--- src/hdl/crsf_pkg.sv ---
package crsf_pkg;

   // Frame store geometry
   localparam int FRAME_DEPTH = 64;
   localparam int ADDR_W      = $clog2(FRAME_DEPTH);

   localparam int CHANNEL_COUNT = 16;
   localparam int CH_W          = $clog2(CHANNEL_COUNT);

   // Command from the byte parser to the result unpacker
   typedef struct packed {
      logic go;     // a good frame has just completed
      logic stats;  // 1 = link statistics, 0 = channel frame
   } start_type;

endpackage

--- src/hdl/crsf_ram.sv ---
module crsf_ram #(
   parameter int DEPTH = 64,
   parameter int WIDTH = 8,
   parameter int AW    = $clog2(DEPTH)
) (
   input  logic             clock,
   input  logic             wr_en,
   input  logic [AW-1:0]    wr_addr,
   input  logic [WIDTH-1:0] wr_data,
   input  logic [AW-1:0]    rd_addr,
   output logic [WIDTH-1:0] rd_data
);

   logic [WIDTH-1:0] mem_ff [DEPTH];
   logic [WIDTH-1:0] rd_data_ff;

   always_ff @(posedge clock) begin
      if (wr_en) begin
         mem_ff[wr_addr] <= wr_data;
      end
      rd_data_ff <= mem_ff[rd_addr];
   end

   assign rd_data = rd_data_ff;

endmodule

--- src/hdl/crsf_parse.sv ---
module crsf_parse (
   input  logic                    clock,
   input  logic                    reset,
   input  logic                    accept,
   input  logic [7:0]              rx_byte,
   output logic                    wr_en,
   output logic [crsf_pkg::ADDR_W-1:0] wr_addr,
   output logic [7:0]              wr_data,
   output crsf_pkg::start_type     start
);

   import crsf_pkg::*;

   localparam logic [7:0] SYNC_BYTE  = 8'hC8;
   localparam logic [7:0] CRC_POLY   = 8'hD5;
   localparam logic [7:0] MIN_LEN    = 8'd4;
   localparam logic [7:0] MAX_LEN    = 8'd64;
   localparam logic [7:0] TYPE_RC    = 8'h16;
   localparam logic [7:0] TYPE_LINK  = 8'h14;
   localparam logic [6:0] LEN_RC     = 7'd24;
   localparam logic [6:0] LEN_LINK   = 7'd12;

   typedef enum logic [1:0] {
      P_SYNC,
      P_LEN,
      P_DATA
   } phase_type;

   phase_type  phase_ff;
   logic [6:0] len_ff;
   logic [6:0] pos_ff;
   logic [7:0] crc_ff;
   logic [7:0] type_ff;

   logic [6:0] pos_in;
   logic       at_end;
   logic       crc_ok;
   logic       is_rc;
   logic       is_link;
   logic [7:0] crc_in;

   function automatic logic [7:0] crc_step(input logic [7:0] crc, input logic [7:0] b);
      logic [7:0] c;
      c = crc ^ b;
      for (int k = 0; k < 8; k++) begin
         c = c[7] ? ((c << 1) ^ CRC_POLY) : (c << 1);
      end
      return c;
   endfunction

   assign pos_in  = pos_ff + 7'd1;
   assign at_end  = (pos_in >= len_ff);
   assign crc_ok  = (crc_ff == rx_byte);
   assign is_rc   = (type_ff == TYPE_RC) && (len_ff == LEN_RC);
   assign is_link = (type_ff == TYPE_LINK) && (len_ff == LEN_LINK);
   assign crc_in  = crc_step(crc_ff, rx_byte);

   // Store every data byte, the CRC byte included
   assign wr_en   = accept && (phase_ff == P_DATA) && (32'(pos_ff) < FRAME_DEPTH);
   assign wr_addr = ADDR_W'(pos_ff);
   assign wr_data = rx_byte;

   assign start.go    = accept && (phase_ff == P_DATA) && at_end && crc_ok
                        && (is_rc || is_link);
   assign start.stats = is_link;

   always_ff @(posedge clock) begin
      if (reset) begin
         phase_ff <= P_SYNC;
         len_ff   <= '0;
         pos_ff   <= '0;
         crc_ff   <= '0;
      end else if (accept) begin
         case (phase_ff)
            P_SYNC: begin
               if (rx_byte == SYNC_BYTE) begin
                  phase_ff <= P_LEN;
               end
            end
            P_LEN: begin
               if (rx_byte >= MIN_LEN && rx_byte <= MAX_LEN) begin
                  len_ff   <= rx_byte[6:0];
                  pos_ff   <= '0;
                  crc_ff   <= '0;
                  phase_ff <= P_DATA;
               end else begin
                  phase_ff <= P_SYNC;
               end
            end
            P_DATA: begin
               pos_ff <= pos_in;
               if (pos_ff == '0) begin
                  type_ff <= rx_byte;
               end
               if (at_end) begin
                  phase_ff <= P_SYNC;
               end else begin
                  crc_ff <= crc_in;
               end
            end
            default: begin
               phase_ff <= P_SYNC;
            end
         endcase
      end
   end

endmodule

--- src/hdl/crsf_unpack.sv ---
module crsf_unpack (
   input  logic                        clock,
   input  logic                        reset,
   input  crsf_pkg::start_type         start,
   output logic                        busy,
   output logic [crsf_pkg::ADDR_W-1:0] rd_addr,
   input  logic [7:0]                  rd_data,
   output logic                        rsp_valid,
   input  logic                        rsp_stall,
   output logic                        rsp_frame_kind,
   output logic [3:0]                  rsp_channel_index,
   output logic [10:0]                 rsp_pulse_width,
   output logic [7:0]                  rsp_link_quality,
   output logic signed [7:0]           rsp_rssi_dbm,
   output logic                        rsp_last
);

   import crsf_pkg::*;

   localparam logic [10:0] RAW_MASK    = 11'h7FF;
   localparam logic [10:0] RAW_MIN     = 11'd172;
   localparam logic [10:0] RAW_MAX     = 11'd1811;
   localparam logic [10:0] PULSE_BASE  = 11'd988;
   // 1024/1639 as (d * SCALE_RECIP) >> 22, exact for d up to 1639
   localparam logic [21:0] SCALE_RECIP = 22'd2620481;
   localparam int          SCALE_SHIFT = 22;
   localparam logic [ADDR_W-1:0] LQ_ADDR   = ADDR_W'(3);
   localparam logic [ADDR_W-1:0] RSSI_ADDR = ADDR_W'(1);

   typedef enum logic [1:0] {
      U_IDLE,
      U_FETCH,
      U_MUL,
      U_OUT
   } ustate_type;

   ustate_type        state_ff;
   logic              stats_ff;
   logic [CH_W-1:0]   ch_ff;
   logic [1:0]        step_ff;
   logic [23:0]       word_ff;
   logic [32:0]       prod_ff;

   logic              valid_ff;
   logic              kind_ff;
   logic [3:0]        chan_ff;
   logic [10:0]       pulse_ff;
   logic [7:0]        lq_ff;
   logic [7:0]        rssi_ff;
   logic              last_ff;

   logic [7:0]        bit_pos;
   logic [23:0]       shifted;
   logic [10:0]       raw;
   logic [10:0]       clamped;
   logic [10:0]       delta;
   logic [32:0]       prod_in;
   logic [1:0]        last_step;
   logic              out_free;
   logic              final_rsp;
   logic              load_rsp;

   assign bit_pos   = 8'(ch_ff) * 8'd11;
   assign shifted   = word_ff >> bit_pos[2:0];
   assign raw       = shifted[10:0] & RAW_MASK;
   assign clamped   = (raw < RAW_MIN) ? RAW_MIN : ((raw > RAW_MAX) ? RAW_MAX : raw);
   assign delta     = clamped - RAW_MIN;
   assign prod_in   = 33'(delta) * 33'(SCALE_RECIP);
   assign last_step = stats_ff ? 2'd2 : 2'd3;
   assign out_free  = !valid_ff || !rsp_stall;
   assign final_rsp = stats_ff || (ch_ff == CH_W'(CHANNEL_COUNT - 1));
   assign load_rsp  = (state_ff == U_OUT) && out_free;

   always_comb begin
      if (stats_ff) begin
         rd_addr = (step_ff == 2'd0) ? RSSI_ADDR : LQ_ADDR;
      end else begin
         rd_addr = ADDR_W'(bit_pos[7:3]) + ADDR_W'(1) + ADDR_W'(step_ff);
      end
   end

   always_ff @(posedge clock) begin
      if (reset) begin
         state_ff <= U_IDLE;
         valid_ff <= 1'b0;
      end else begin
         // load a new response, else drain the output register once taken
         if (load_rsp) begin
            valid_ff <= 1'b1;
         end else if (valid_ff && !rsp_stall) begin
            valid_ff <= 1'b0;
         end
         case (state_ff)
            U_IDLE: begin
               if (start.go) begin
                  stats_ff <= start.stats;
                  ch_ff    <= '0;
                  step_ff  <= '0;
                  state_ff <= U_FETCH;
               end
            end
            U_FETCH: begin
               // read data comes back registered, in the cycle after its address
               case (step_ff)
                  2'd1:    word_ff[7:0]   <= rd_data;
                  2'd2:    word_ff[15:8]  <= rd_data;
                  2'd3:    word_ff[23:16] <= rd_data;
                  default: ;
               endcase
               if (step_ff == last_step) begin
                  step_ff  <= '0;
                  state_ff <= stats_ff ? U_OUT : U_MUL;
               end else begin
                  step_ff <= step_ff + 2'd1;
               end
            end
            U_MUL: begin
               prod_ff  <= prod_in;
               state_ff <= U_OUT;
            end
            U_OUT: begin
               if (out_free) begin
                  kind_ff  <= stats_ff;
                  last_ff  <= final_rsp;
                  if (stats_ff) begin
                     chan_ff  <= '0;
                     pulse_ff <= '0;
                     lq_ff    <= word_ff[15:8];
                     rssi_ff  <= ~word_ff[7:0] + 8'd1;
                  end else begin
                     chan_ff  <= 4'(ch_ff);
                     pulse_ff <= PULSE_BASE + prod_ff[SCALE_SHIFT +: 11];
                     lq_ff    <= '0;
                     rssi_ff  <= '0;
                  end
                  if (final_rsp) begin
                     state_ff <= U_IDLE;
                  end else begin
                     ch_ff    <= ch_ff + CH_W'(1);
                     state_ff <= U_FETCH;
                  end
               end
            end
            default: begin
               state_ff <= U_IDLE;
            end
         endcase
      end
   end

   assign busy              = (state_ff != U_IDLE);
   assign rsp_valid         = valid_ff;
   assign rsp_frame_kind    = kind_ff;
   assign rsp_channel_index = chan_ff;
   assign rsp_pulse_width   = pulse_ff;
   assign rsp_link_quality  = lq_ff;
   assign rsp_rssi_dbm      = signed'(rssi_ff);
   assign rsp_last          = last_ff;

endmodule

--- src/hdl/crsf_frame_receiver.sv ---
// Serial RC frame receiver.
// Request channel (req_valid / req_stall / req_rx_byte): one received byte per
// request. While the block hunts for sync or stores a frame it takes one request
// every cycle; req_stall rises only while a finished frame is being unpacked.
// Response channel (rsp_valid / rsp_stall / rsp_*): one response per channel of
// an RC frame (16, the last with rsp_last set) or one link statistics response.
// After a channel frame's final byte the block builds 16 responses, each by
// fetch steps (three reads of the frame store's single read port), a multiply
// step and an output load; req_stall stays high throughout, and longer while
// rsp_stall holds a response. A statistics frame stalls requests for its fetch
// steps and one output load. The first response is registered after these
// steps: fetch, multiply and output load (RC) or fetch and output load (stats).
// The output register lets unpacking of the next channel overlap a stalled
// response; a held response keeps its payload until rsp_stall drops.
// Reset (synchronous) returns the parser to hunting and clears all pending
// responses; the frame store is not cleared, as a frame reads only what it wrote.
module crsf_frame_receiver (
   input  logic              clock,
   input  logic              reset,
   input  logic              req_valid,
   output logic              req_stall,
   input  logic [7:0]        req_rx_byte,
   output logic              rsp_valid,
   input  logic              rsp_stall,
   output logic              rsp_frame_kind,
   output logic [3:0]        rsp_channel_index,
   output logic [10:0]       rsp_pulse_width,
   output logic [7:0]        rsp_link_quality,
   output logic signed [7:0] rsp_rssi_dbm,
   output logic              rsp_last
);

   import crsf_pkg::*;

   logic              req_accept;
   logic              busy;
   logic              wr_en;
   logic [ADDR_W-1:0] wr_addr;
   logic [7:0]        wr_data;
   logic [ADDR_W-1:0] rd_addr;
   logic [7:0]        rd_data;
   start_type         start;

   // hold requests while a frame is unpacked
   assign req_stall  = busy;
   assign req_accept = req_valid && !req_stall;

   // sync hunt, length check, byte storage and CRC
   crsf_parse u_parse (
      .clock   (clock),
      .reset   (reset),
      .accept  (req_accept),
      .rx_byte (req_rx_byte),
      .wr_en   (wr_en),
      .wr_addr (wr_addr),
      .wr_data (wr_data),
      .start   (start)
   );

   // frame store: one write port for the parser, one read port for the unpacker
   crsf_ram #(
      .DEPTH (FRAME_DEPTH),
      .WIDTH (8)
   ) u_ram (
      .clock   (clock),
      .wr_en   (wr_en),
      .wr_addr (wr_addr),
      .wr_data (wr_data),
      .rd_addr (rd_addr),
      .rd_data (rd_data)
   );

   // read back the stored frame and build responses
   crsf_unpack u_unpack (
      .clock             (clock),
      .reset             (reset),
      .start             (start),
      .busy              (busy),
      .rd_addr           (rd_addr),
      .rd_data           (rd_data),
      .rsp_valid         (rsp_valid),
      .rsp_stall         (rsp_stall),
      .rsp_frame_kind    (rsp_frame_kind),
      .rsp_channel_index (rsp_channel_index),
      .rsp_pulse_width   (rsp_pulse_width),
      .rsp_link_quality  (rsp_link_quality),
      .rsp_rssi_dbm      (rsp_rssi_dbm),
      .rsp_last          (rsp_last)
   );

`ifndef SYNTHESIS
   // channel pulses always lie in the scaled range
   a_pulse_range: assert property (@(posedge clock) disable iff (reset)
      (rsp_valid && !rsp_frame_kind) |->
         (rsp_pulse_width >= 11'd988 && rsp_pulse_width <= 11'd2012))
      else $error("channel pulse out of range");

   // a statistics response is always the only one of its frame
   a_stats_last: assert property (@(posedge clock) disable iff (reset)
      (rsp_valid && rsp_frame_kind) |-> (rsp_last && rsp_channel_index == 4'd0))
      else $error("statistics response malformed");

   // the final channel response carries the top channel number
   a_rc_last: assert property (@(posedge clock) disable iff (reset)
      (rsp_valid && !rsp_frame_kind) |-> (rsp_last == (rsp_channel_index == 4'd15)))
      else $error("rsp_last out of step with channel index");

   // no new frame can complete while responses are still being built
   a_no_overlap: assert property (@(posedge clock) disable iff (reset)
      busy |-> !start.go)
      else $error("frame completed while unpacker busy");
`endif

endmodule
--- config.mk ---
export PLATFORM = sky130hd
export DESIGN_NAME = crsf_frame_receiver
export DESIGN_NICKNAME = d
export VERILOG_FILES = /design/src/hdl/crsf_pkg.sv /design/src/hdl/crsf_ram.sv /design/src/hdl/crsf_parse.sv /design/src/hdl/crsf_unpack.sv /design/src/hdl/crsf_frame_receiver.sv
export SDC_FILE = /design/constraint.sdc
export NUM_CORES = 1
export LEC_CHECK = 0
export BUFFER_PORTS_ARGS = -buffer_cell sky130_fd_sc_hd__buf_2
export CELL_PAD_IN_SITES_DETAIL_PLACEMENT = 1
export CELL_PAD_IN_SITES_GLOBAL_PLACEMENT = 1
export CORE_MARGIN = 2
export CORE_UTILIZATION = 39
export CTS_CLUSTER_SIZE = 40
export DETAILED_ROUTE_END_ITERATION = 10
export PLACE_DENSITY_LB_ADDON = 0.1
export SYNTH_ARGS = -nofsm -noshare
export SYNTH_HDL_FRONTEND = slang
export SYNTH_HIERARCHICAL = 1
export SYNTH_SLANG_ARGS = --single-unit
--- constraint.sdc ---
create_clock -name clock -period 19.5 [get_ports clock]
set_input_delay 1.95 -clock clock [delete_from_list [all_inputs] [get_ports clock]]
set_output_delay 1.95 -clock clock [all_outputs]
set_load 0.01 [all_outputs]
## Word-level counts from Yosys, hierarchy flattened

Memories as Yosys holds them, arrays and structs flattened. A register that Yosys moved wholly into a read port is not among the register bits.
Index checks and enable logic that the tools add are counted.

| word-level totals | value |
|---|---|
| output and inout bits | 35 |
| memories | 1 |
| RAM bits | 512 |
| input bits | 12 |
| word-level logic and storage cells | 152 |
| register bits after elaboration | 132 |

Memories:

| name | depth | width | rd ports | clocked after Yosys merged registers in | wr ports | RTL line | text |
|---|---|---|---|---|---|---|---|
| u_ram.mem_ff | 64 | 8 | 1 | 1 | 1 | crsf_ram.sv:14 | `logic [WIDTH-1:0] mem_ff [DEPTH];` |

| cells by class | value |
|---|---|
| reductions and logical operators | 40 |
| order comparisons | 6 |
| bitwise logic cells | 11 |
| multiply operators | 2 |
| $add $sub $neg | 8 |
| equal/unequal tests | 24 |
| shift operators | 1 |
| muxes and demuxes | 39 |

Operator list:

| operator | count |
|---|---|
| $mux W8 | 10 |
| $not A5 Y5 | 8 |
| $mul A11 B22 Y33 const B | 1 |
| $reduce_and A3 Y1 | 10 |
| $shr A24 B3 Y11 | 1 |
| $mux W11 | 2 |
| $mux W2 | 9 |
| $eq A8 B5 Y1 const B | 2 |
| $pmux W8 S2 | 1 |
| $pmux W7 S2 | 1 |
| $mux W4 | 3 |
| $add A10 B11 Y11 const A | 1 |
| $gt A11 B11 Y1 const B | 1 |
| $logic_and A1 B1 Y1 | 11 |
| $lt A11 B8 Y1 const B | 1 |
| $sub A11 B8 Y11 const B | 1 |
| $eq A2 B2 Y1 const B | 5 |
| $ne A2 B1 Y1 const B | 5 |
| $reduce_bool A2 Y1 | 5 |
| $add A8 B1 Y8 const B | 1 |
| $eq A8 B8 Y1 | 1 |
| $eq A8 B8 Y1 const B | 1 |
| $ge A8 B3 Y1 const B | 1 |
| $le A8 B7 Y1 const B | 1 |
| 31 further kinds | 48 |

## Longest topological paths before layout

Gate-level depths: netlist of run 1.

| logic depth | value |
|---|---|
| depth in word-level cells | 19 |
| depth in mapped cells | 39 |
| mapped depth without buffers | 36 |

## By module

The synthesis of run 1 kept the hierarchy.

Modules (own cells, without submodules):

| module | instances | cells an instance | sequential area each (um2) | area an instance (um2) |
|---|---|---|---|---|
| crsf_ram | 1 | 940 | 15534.9 | 20166.8 |
| crsf_unpack | 1 | 682 | 2132.0 | 7293.2 |
| crsf_parse | 1 | 210 | 720.7 | 2039.5 |
| crsf_frame_receiver | 1 | 1 | 0.0 | 13.8 |

## Least setup slack after synthesis of run 1

OpenSTA, ideal clock, no wires.

| timing | value |
|---|---|
| path type | reg2reg |
| start | reg u_unpack.ch_ff[2] |
| end | reg u_unpack.prod_ff[31] (data pin) |
| data required time | 19.242 ns |
| period minus slack after synthesis | 8.863 ns |
| slack | 10.637 ns |
| data arrival time | 8.605 ns |
| buffers on the path | 3 |
| stages on the path, launching flop included | 37 |
| library setup time | 0.258 ns |
| cells stage by stage | edfxtp_1 ha_1 ha_1 buf_2 clkbuf_1 clkbuf_1 o2111ai_1 a32o_2 o21a_1 o21ai_1 ha_1 nor2_1 o211a_1 a211oi_2 o21ai_1 a21oi_1 xor2_1 inv_1 fa_1 fa_1 inv_1 fa_1 fa_1 inv_1 fa_1 inv_1 ha_1 a21o_1 a21o_1 a21o_1 a21oi_1 o21bai_1 a21o_1 a21oi_1 o21ai_2 a21oi_1 xnor2_1 |

| on the way | value |
|---|---|
| longest elaborated chain between the ends | 7 |
| elaborated cells on any way between the ends | 8 |
| classes of those cells | 1 x add/sub; 2 x mul; 2 x order compare; 1 x shift; 2 x mux |

RTL lines:

| item | RTL line | text |
|---|---|---|
| start: declaration | crsf_unpack.sv:39 | `logic [CH_W-1:0] ch_ff;` |
| start signal: assignment | crsf_unpack.sv:139 | `ch_ff <= ch_ff + CH_W'(1);` |
| $mul A4 B4 Y8 * | crsf_unpack.sv:63 | `assign bit_pos = 8'(ch_ff) * 8'd11;` |
| $shr A24 B3 Y11 * | crsf_unpack.sv:64 | `assign shifted = word_ff >> bit_pos[2:0];` |
| $gt A11 B11 Y1 | crsf_unpack.sv:66 | `assign clamped = (raw < RAW_MIN) ? RAW_MIN : ((raw > RAW_MAX) ? RAW_MAX : raw);` |
| $mux W11 | crsf_unpack.sv:66 |  |
| $mux W11 * | crsf_unpack.sv:66 |  |
| $sub A11 B8 Y11 * | crsf_unpack.sv:67 | `assign delta = clamped - RAW_MIN;` |
| $mul A11 B22 Y33 * | crsf_unpack.sv:68 | `assign prod_in = 33'(delta) * 33'(SCALE_RECIP);` |
| via u_unpack.prod_in[31] | crsf_unpack.sv:57 | `logic [32:0] prod_in;` |
| end signal: assignment | crsf_unpack.sv:118 | `prod_ff <= prod_in;` |
| end: declaration | crsf_unpack.sv:42 | `logic [32:0] prod_ff;` |

Mark *: on every way through the listed nets, which the timed path passes. The rest lies on a longest branch.
A chain may end at the register's enable or synchronous reset.

## Final worst setup path of run 1

Ends and elaborated chain as after synthesis.

==> results of run 1 <==
-- layer usage --
metal	up-vias	wire length [um]	global-route usage (%)
li1	7140	-	-
met1	8338	31900	25.3
met2	293	36300	32.5
met3	116	2570	2.95
met4	2	2080	5.96
met5	-	17	0
-- cell type report --
cell class / count / area, um^2
multi-input combinational: 988 / 10100
antenna: 1 / 2.50
sequential: 624 / 18400
fill: 7259 / 41700
clock inverter: 36 / 382
timing repair buffer: 74 / 453
inverter: 129 / 484
tap: 969 / 1210
clock buffer: 94 / 1900
-- worst max-delay path by stage --
| stage | from | to | slack [ns] |
|---|---|---|---|
| 5_1_grt | u_unpack/ch_ff[2] | u_unpack/prod_ff[31] | 8.55 |
| 6_report | u_unpack/ch_ff[2] | u_unpack/prod_ff[31] | 9.28 |
| 3_5_place_dp | u_unpack/ch_ff[2] | u_unpack/prod_ff[31] | 9.14 |
| 2_1_floorplan | u_unpack/ch_ff[2] | u_unpack/prod_ff[31] | 10.64 |
| 3_3_place_gp | u_unpack/ch_ff[2] | u_unpack/prod_ff[31] | 9.51 |
| 4_1_cts | u_unpack/ch_ff[2] | u_unpack/prod_ff[31] | 9.15 |
-- state kept, by name, indices dropped and copies added (netlist names) --
name,cells
u_parse/type_ff,8
u_unpack/rsp_last,1
u_unpack/rsp_channel_index,4
u_parse/len_ff,7
u_parse/crc_ff,8
u_unpack/prod_ff,11
u_unpack/stats_ff,1
u_parse/pos_ff,7
u_unpack/ch_ff,4
u_unpack/state_ff,2
u_unpack/word_ff,18
u_ram/rd_data,8
u_parse/phase_ff,2
u_unpack/rsp_frame_kind,1
u_ram/mem_ff,512
u_unpack/rsp_pulse_width,11
u_unpack/rsp_valid,1
u_unpack/rsp_rssi_dbm,8
u_unpack/step_ff,2
u_unpack/rsp_link_quality,8
-- per-stage QoR --
step | setup slack [ns] | cell area, um^2 | hold WS, ns | utilization (%)
floorplan | 10.64 | 29500 | 0.404 | -
global placement | 9.51 | 30700 | 0.420 | 41.1
detailed placement | 9.14 | 30700 | 0.429 | 41.1
CTS | 9.15 | 33000 | 0.443 | 44.1
global route | 8.55 | 33000 | 0.456 | 44.1
finish | 9.28 | 33000 | 0.439 | 44.1
-- worst reg2reg max path: cells and delay by family (launching register included) --
kind	cells	cell delay (ns)
mux	2	0.79
simple gates	1	0.07
xor+xnor	2	0.72
buf+inv	5	0.45
flops	1	0.49
fa+ha+maj	9	4.41
compound gates	16	3.04
-- cells in the final DEF (no fill, tap or decap), drive strengths merged, types with 24 or more instances in the layout --
master	instances
edfxtp	589
mux4	135
nor2	133
inv	130
ha	110
clkbuf	94
buf	74
nand2	59
fa	54
mux2i	51
xnor2	43
a21oi	37
dfxtp	35
clkinv	31
nand3	27
nor2b	26
and2	24
-- cells by family (layout without fill, tap and decap cells) --
kind of cell,count (synthesis),count (layout),synth area share [%]
AOI/OAI and AO/OA,189,189,4.83
other,0,1,0
buffers and inverters,221,333,3.54
muxes,207,207,12.9
and+or+nand+nor,363,363,6.08
adders and majority gates,164,164,8.33
DFF,624,624,62.3
xor gates and xnor gates,65,65,2.06
-- report_power, final --
group | switching [mW] | internal, mW | leakage [nW]
Clock | 0.553 | 0.739 | 1.10
Sequential | 0.00000550 | 1.46 | 5.59
Combinational | 0.0283 | 0.00727 | 4.67
==> run summary, run 1 <==
CRITICAL PATH
------------------------------------------------------------------------------------------------------
CP Max Fanout ...........................................................................           26
Logic depth of the worst setup path including buffers ...................................           35
Arrival time worst endpoint .............................................................     10.58 ns
Crit path largest cell delay ............................................................      0.90 ns
CP delay by family, top .................................................................  adder cells
Setup Crit Path Kind ....................................................................   reg -> reg
CP endpoint kind ........................................................................         flop
Critical register-to-register path startpoint ........................................... u_unpack/ch_ff[2]
R2r worst-path depth ....................................................................           35
Cell with the largest stage delay on the worst path ..................................... sky130_fd_sc_hd__ha_1
Worst setup slack for register-to-register paths ........................................      9.28 ns
Reg-to-Reg End .......................................................................... u_unpack/prod_ff[31]
Worst Path Buf+Inv ......................................................................            5
Sort of element at the start of the critical path .......................................         flop
Worst Path Required .....................................................................     19.86 ns

HOLD PATH
------------------------------------------------------------------------------------------------------
Worst hold stages .......................................................................            0
Min-delay src ........................................................................... u_ram/rd_data[4]
Kind of path behind the tightest hold check .............................................   reg -> reg
Endpoint with the worst hold slack ...................................................... u_unpack/word_ff[4]

STA
------------------------------------------------------------------------------------------------------
Final setup TNS .........................................................................         0 ns
Relative slew margins ...................................................................        31.8%
Final number of max-transition violations ...............................................            0
Count of final setup violators ..........................................................            0
Slew @ Worst Pin ........................................................................      1.02 ns
RSZ-0062 raised after global routing ....................................................        false
Maximum achievable frequency ............................................................     97.9 MHz
Final-report hold violation count .......................................................            0
Time the final worst path needs with I/O delays and setup ...............................     10.22 ns
Final clock skew ........................................................................    0.0342 ns
Period Utilization, post-route ..........................................................        52.4%

GLOBAL ROUTING
------------------------------------------------------------------------------------------------------
Wire length of the first global-routing pass ............................................    111000 um
Combined global-route utilization of all metal layers ...................................        19.1%
Number of antenna violations at the first check in global routing .......................            4
Pin count of the biggest net entering global routing ....................................           95
Via count of the first global-routing pass ..............................................        17200
Sum of overflow across all layers after global routing ..................................            0

LOGIC SYNTHESIS
------------------------------------------------------------------------------------------------------
Library cells used by synthesis .........................................................           88
Number of warning messages in the yosys log .............................................            6
Most frequently used cell type in the post-synthesis netlist ............................ sky130_fd_sc_hd__edfxtp_1
Synth Net Count .........................................................................         2009
Largest cells by area after synthesis ................................................... sky130_fd_sc_hd__edfxtp_1 60%, sky130_fd_sc_hd__mux4_2 10%, sky130_fd_sc_hd__ha_1 4.7%
Fraction of the yosys area taken by sequential cells ....................................        62.3%
Post-synth EDFFs ........................................................................          589
Async S/R FF share, synth ...............................................................           0%
Leading area contributor after synthesis ................................................ sky130_fd_sc_hd__edfxtp_1
Post-synthesis instance area ............................................................   29500 um^2
Fraction of synthesized cell area taken by the top area cell type .......................        59.9%
Synth Area per Inst .....................................................................    16.1 um^2
Flip-flop cell with the highest count after synthesis ................................... sky130_fd_sc_hd__edfxtp_1
Seq cells post-synth ....................................................................          624
Leading cell types by count after synthesis ............................................. 589 x sky130_fd_sc_hd__edfxtp_1, 135 x sky130_fd_sc_hd__mux4_2, 133 x sky130_fd_sc_hd__nor2_1, 128 x sky130_fd_sc_hd__inv_1, 110 x sky130_fd_sc_hd__ha_1
Number of standard cells after synthesis ................................................         1833

PLACEMENT
------------------------------------------------------------------------------------------------------
Placed wire-length estimate .............................................................     46800 um
Total of buffers placed on input and output ports .......................................           46
Placed cell count .......................................................................         2784
Final GP Congestion .....................................................................        0.779

POWER AND IR DROP
------------------------------------------------------------------------------------------------------
Final Power .............................................................................      2.79 mW
PD cells ................................................................................ 84.6 nW/um^2
Leakage .................................................................................      11.4 nW
Max rail drop VDD .......................................................................    0.0751 mV

DETAILED ROUTING
------------------------------------------------------------------------------------------------------
Vias per std cell .......................................................................         5.45
Mean routed wirelength per cell .........................................................      25.0 um
Vias ....................................................................................        15900
Final WL ................................................................................     72900 um
Number of search-and-repair iterations in the first detailed-routing pass ...............            5
Remaining antenna violation count .......................................................            0
Violation count after the first detailed-route iteration ................................          856
Detailed-route DRC error count ..........................................................            0

LAYOUT
------------------------------------------------------------------------------------------------------
Post-synthesis to final-layout area growth ..............................................        11.7%
Share of final-layout standard cells stronger than drive strength 1 .....................        18.5%
Cell Count, Final, Fillers Out ..........................................................         2915
Final net count .........................................................................         2065

CLOCKING
------------------------------------------------------------------------------------------------------
Cts bufs inserted .......................................................................           72
Post-CTS Setup Repair Bufs ..............................................................            0
CTS Root Cell ........................................................................... sky130_fd_sc_hd__clkbuf_16
Cells resized by post-CTS repair ........................................................            0
CTS Buffer Depth ........................................................................            3
Clk sinks ...............................................................................          624
Number of buffers inserted for hold repair after clock tree synthesis ...................            0
Number of H-tree branching levels .......................................................            3
Clock transition at the register clock pins on the worst setup and hold paths after CTS .      0.05 ns
Worst-Skew Late Latency .................................................................      0.63 ns
Clock tree from TritonCTS ...............................................................        built

DIE
------------------------------------------------------------------------------------------------------
Initial Utilization .....................................................................        39.5%
Die Width ...............................................................................       279 um
Core region area ........................................................................   74700 um^2
Ports placed on the boundary ............................................................           47
Vertical die dimension ..................................................................       279 um
Die ar. .................................................................................   77900 um^2
Rows ....................................................................................          100

JOB
------------------------------------------------------------------------------------------------------
Max_cap viols ...........................................................................            0

OUTCOME
------------------------------------------------------------------------------------------------------
Outcome ................................................................................. finished clean

(Power assumes the default switching activity.)
==> run 2, diff against run 1 <==
ABC_AREA = 1   (was default)
clock period = 10.6 ns   (was 19.5 ns; I/O delays follow)
==> run summary, run 2 <==
DETAILED ROUTING
------------------------------------------------------------------------------------------------------
Met3 WL post-DR .........................................................................      2930 um   was 2570 um
Remaining antenna violation count .......................................................            0   unchanged
Number of search-and-repair iterations in the first detailed-routing pass ...............            5   unchanged
Top layer reached by signal wires .......................................................         met4   was met5
Mean routed wirelength per cell .........................................................      21.3 um   was 25.0 um
Detailed-route DRC error count ..........................................................            0   unchanged
Vias per std cell .......................................................................         5.25   was 5.45
Violation count after the first detailed-route iteration ................................         1282   was 856
Met2 wire length ........................................................................     43300 um   was 36300 um
Final WL ................................................................................     88300 um   was 72900 um
Met1 Wirelength .........................................................................     39500 um   was 31900 um
Vias ....................................................................................        21700   was 15900

GLOBAL ROUTING
------------------------------------------------------------------------------------------------------
Pin count of the biggest net entering global routing ....................................          199   was 95
Number of antenna violations at the first check in global routing .......................            2   was 4
Via count of the first global-routing pass ..............................................        22900   was 17200
Sum of overflow across all layers after global routing ..................................            0   unchanged
Wire length of the first global-routing pass ............................................    137000 um   was 111000 um
Combined global-route utilization of all metal layers ...................................        21.8%   was 19.1%

LOGIC SYNTHESIS
------------------------------------------------------------------------------------------------------
Post-synthesis instance area ............................................................   31100 um^2   was 29500 um^2
Post-synthesis compound-gate area fraction ..............................................        2.61%   was 4.83%
Post-Synth Simple-Gate Area .............................................................        23.5%   was 6.08%
Flip-flop cell with the highest count after synthesis ................................... sky130_fd_sc_hd__edfxtp_1   unchanged
Leading area contributor after synthesis ................................................ sky130_fd_sc_hd__edfxtp_1   unchanged
XOR/XNOR share of the synthesized area ..................................................       0.699%   was 2.06%
Synth Net Count .........................................................................         3207   was 2009
Number of warning messages in the yosys log .............................................            6   unchanged
Seq cells post-synth ....................................................................          624   unchanged
Number of standard cells after synthesis ................................................         3031   was 1833
Post-synth EDFFs ........................................................................          589   unchanged
Library cells used by synthesis .........................................................           53   was 88
Fraction of synthesized cell area taken by the top area cell type .......................        56.8%   was 59.9%
Most frequently used cell type in the post-synthesis netlist ............................ sky130_fd_sc_hd__nand2_1   was sky130_fd_sc_hd__edfxtp_1
Fraction of the yosys area taken by sequential cells ....................................        59.1%   was 62.3%
Largest cells by area after synthesis ................................................... sky130_fd_sc_hd__edfxtp_1 57%, sky130_fd_sc_hd__nand2_1 11%, sky130_fd_sc_hd__nand3_1 8.5%   was sky130_fd_sc_hd__edfxtp_1 60%, sky130_fd_sc_hd__mux4_2 10%, sky130_fd_sc_hd__ha_1 4.7%
Multiplexer share of the synthesized area ...............................................      0.0322%   was 12.9%
Synth Area per Inst .....................................................................    10.3 um^2   was 16.1 um^2
Leading cell types by count after synthesis ............................................. 909 x sky130_fd_sc_hd__nand2_1, 589 x sky130_fd_sc_hd__edfxtp_1, 531 x sky130_fd_sc_hd__nand3_1, 232 x sky130_fd_sc_hd__inv_1, 139 x sky130_fd_sc_hd__nor2_1   was 589 x sky130_fd_sc_hd__edfxtp_1, 135 x sky130_fd_sc_hd__mux4_2, 133 x sky130_fd_sc_hd__nor2_1, 128 x sky130_fd_sc_hd__inv_1, 110 x sky130_fd_sc_hd__ha_1
Async S/R FF share, synth ...............................................................           0%   unchanged
Area share of fa/ha/maj cells after synthesis ...........................................        7.89%   was 8.33%
Combinational family with the most area after synthesis ................................. simple AND/OR/NAND/NOR gates   was multiplexers

CLOCKING
------------------------------------------------------------------------------------------------------
Cts bufs inserted .......................................................................           70   was 72
CTS Root Cell ........................................................................... sky130_fd_sc_hd__clkbuf_16   unchanged
Clock tree from TritonCTS ...............................................................        built   unchanged
Number of buffers inserted for hold repair after clock tree synthesis ...................            0   unchanged
Cells resized by post-CTS repair ........................................................            0   unchanged
Number of H-tree branching levels .......................................................            3   unchanged
Worst-Skew Late Latency .................................................................      0.64 ns   was 0.63 ns
Clk sinks ...............................................................................          624   unchanged
Post-CTS Setup Repair Bufs ..............................................................            0   unchanged
Clock transition at the register clock pins on the worst setup and hold paths after CTS .      0.06 ns   was 0.05 ns
CTS Buffer Depth ........................................................................            3   unchanged

CRITICAL PATH
------------------------------------------------------------------------------------------------------
CP Max Fanout ...........................................................................           23   was 26
Crit path largest cell delay ............................................................      0.72 ns   was 0.90 ns
R2r worst-path depth ....................................................................           37   was 35
CP endpoint kind ........................................................................         flop   unchanged
Sort of element at the start of the critical path .......................................         flop   unchanged
Cell with the largest stage delay on the worst path ..................................... sky130_fd_sc_hd__edfxtp_1   was sky130_fd_sc_hd__ha_1
Critical register-to-register path startpoint ........................................... u_unpack/ch_ff[0]   was u_unpack/ch_ff[2]
Most frequent cell on the critical path ................................................. sky130_fd_sc_hd__nand2_1
Reg-to-Reg End .......................................................................... u_unpack/prod_ff[28]   was u_unpack/prod_ff[31]
Worst Path Required .....................................................................     10.95 ns   was 19.86 ns
Arrival time worst endpoint .............................................................      9.59 ns   was 10.58 ns
Worst setup slack for register-to-register paths ........................................      1.36 ns   was 9.28 ns
Setup Crit Path Kind ....................................................................   reg -> reg   unchanged

PLACEMENT
------------------------------------------------------------------------------------------------------
Placed wire-length estimate .............................................................     57700 um   was 46800 um
Final GP Congestion .....................................................................        0.873   was 0.779
Total of buffers placed on input and output ports .......................................           46   unchanged

STA
------------------------------------------------------------------------------------------------------
Relative slew margins ...................................................................        23.7%   was 31.8%
Final number of max-transition violations ...............................................            0   unchanged
Slew @ Worst Pin ........................................................................      1.14 ns   was 1.02 ns
Count of final setup violators ..........................................................            0   unchanged
Final clock skew ........................................................................    0.0426 ns   was 0.0342 ns
Time the final worst path needs with I/O delays and setup ...............................      9.24 ns   was 10.22 ns
Period Utilization, post-route ..........................................................        87.1%   was 52.4%
Maximum achievable frequency ............................................................      108 MHz   was 97.9 MHz
Final-report hold violation count .......................................................            0   unchanged
RSZ-0062 raised after global routing ....................................................        false   unchanged
Final setup TNS .........................................................................         0 ns   unchanged
Hold slack final ........................................................................     0.430 ns   was 0.439 ns

HOLD PATH
------------------------------------------------------------------------------------------------------
Kind of path behind the tightest hold check .............................................   reg -> reg   unchanged
Worst hold stages .......................................................................            0   unchanged
Min-delay src ........................................................................... u_ram/rd_data[3]   was u_ram/rd_data[4]
Endpoint with the worst hold slack ...................................................... u_unpack/word_ff[3]   was u_unpack/word_ff[4]

LAYOUT
------------------------------------------------------------------------------------------------------
Max FFs per register ....................................................................          512   unchanged
Most frequent standard cell in the layout excluding fill and tap cells .................. sky130_fd_sc_hd__nand2_1   was sky130_fd_sc_hd__edfxtp_1
Post-synthesis to final-layout area growth ..............................................        9.82%   was 11.7%
Register with the highest flop count .................................................... u_ram/mem_ff   unchanged
Antenna fix cells .......................................................................            0   was 1
Final net count .........................................................................         3215   was 2065
Share of final-layout standard cells stronger than drive strength 1 .....................        8.05%   was 18.5%
Commonest non-fill, non-tap cells in the layout ......................................... 908 x sky130_fd_sc_hd__nand2_1, 589 x sky130_fd_sc_hd__edfxtp_1, 531 x sky130_fd_sc_hd__nand3_1, 231 x sky130_fd_sc_hd__inv_1, 139 x sky130_fd_sc_hd__nor2_1   was 589 x sky130_fd_sc_hd__edfxtp_1, 135 x sky130_fd_sc_hd__mux4_2, 130 x sky130_fd_sc_hd__nor2_1, 128 x sky130_fd_sc_hd__inv_1, 110 x sky130_fd_sc_hd__ha_1
Largest regs ............................................................................ u_ram/mem_ff: 512 flops, u_unpack/word_ff: 18 flops   unchanged

OUTCOME
------------------------------------------------------------------------------------------------------
Outcome ................................................................................. finished clean   unchanged

JOB
------------------------------------------------------------------------------------------------------
Max_cap viols ...........................................................................            0   unchanged

DIE
------------------------------------------------------------------------------------------------------
Die ar. .................................................................................   82100 um^2   was 77900 um^2
Initial Utilization .....................................................................        39.4%   was 39.5%
Core region area ........................................................................   79000 um^2   was 74700 um^2
Die Width ...............................................................................       287 um   was 279 um
Ports placed on the boundary ............................................................           47   unchanged
Vertical die dimension ..................................................................       287 um   was 279 um
Rows ....................................................................................          103   was 100

-- run 2: cell types whose count changed in the layout (fill, tap and decap cells not counted), moves of 23 or more --
cell	change
sky130_fd_sc_hd__nand2_1	+849
sky130_fd_sc_hd__and2_1	-23
sky130_fd_sc_hd__nand2_2	+31
sky130_fd_sc_hd__xnor2_1	-35
sky130_fd_sc_hd__o21ai_0	+28
sky130_fd_sc_hd__inv_1	+103
sky130_fd_sc_hd__nor2b_1	-25
sky130_fd_sc_hd__mux2i_1	-49
sky130_fd_sc_hd__mux4_2	-135
sky130_fd_sc_hd__nand3_1	+504
-- run 2: worst max path at each step --
stage,start,end,slack (ns),cells past startpoint
2_1_floorplan,u_unpack/ch_ff[2],u_unpack/prod_ff[32],3.13,38
3_3_place_gp,u_unpack/ch_ff[0],u_unpack/prod_ff[32],1.80,38
3_5_place_dp,u_unpack/ch_ff[0],u_unpack/prod_ff[28],1.44,37
4_1_cts,u_unpack/ch_ff[0],u_unpack/prod_ff[28],1.39,37
5_1_grt,u_unpack/ch_ff[0],u_unpack/prod_ff[32],0.56,38
6_report,u_unpack/ch_ff[0],u_unpack/prod_ff[28],1.36,37
-- run 2: kinds of logic (layout without fill, tap and decap cells) --
family | Yosys count | after routing
AO/OA/AOI/OAI | 142 | 142
XOR/XNOR | 24 | 24
adder cells (fa/ha/maj) | 164 | 164
buffers and inverters | 391 | 452
flip-flops | 624 | 624
multiplexers | 1 | 1
AND/OR/NAND/NOR | 1685 | 1685
-- run 2: critical path: cells and delay by family (launching register included) --
family	cells	cell delay [ns]
and+or+nand+nor	17	1.69
DFF	1	0.72
AOI/OAI and AO/OA	3	1.06
buffers and inverters	7	0.86
adders and majority gates	9	4.16
xor gates and xnor gates	1	0.47
-- run 2: metal layers --
| metal | vias up | global-route usage (%) |
|---|---|---|
| met5 | - | 0 |
| met4 | 0 | 6.40 |
| met3 | 125 | 2.78 |
| met2 | 390 | 37.6 |
| met1 | 10900 | 28.6 |
| li1 | 10300 | - |
-- run 2: area by class of cell --
| type | instances | area [um^2] |
|---|---|---|
| repair buffers | 79 | 503 |
| inverters | 248 | 941 |
| clock inverters | 34 | 365 |
| fillers | 8650 | 44800 |
| clock buffers | 91 | 1830 |
| well taps | 1050 | 1310 |
| flip-flops and latches | 624 | 18400 |
| multi-input cells | 2016 | 10800 |
-- run 2: per-stage QoR --
| step | instances | utilization (%) | area, um^2 | setup WS (ns) |
|---|---|---|---|---|
| 5_1_grt | 4142 | 43.3 | 34200 | 0.560 |
| 2_1_floorplan | 3031 | - | 31100 | 3.13 |
| 3_5_place_dp | 4017 | 40.5 | 32000 | 1.44 |
| 4_1_cts | 4142 | 43.3 | 34200 | 1.39 |
| 3_3_place_gp | 4017 | 40.5 | 32000 | 1.80 |
| 6_report | 4142 | 43.3 | 34200 | 1.36 |
Power of run 2 is left out: the tool's default activity adds up to more than one toggle a clock period on the data nets, which glitch-free logic cannot reach.
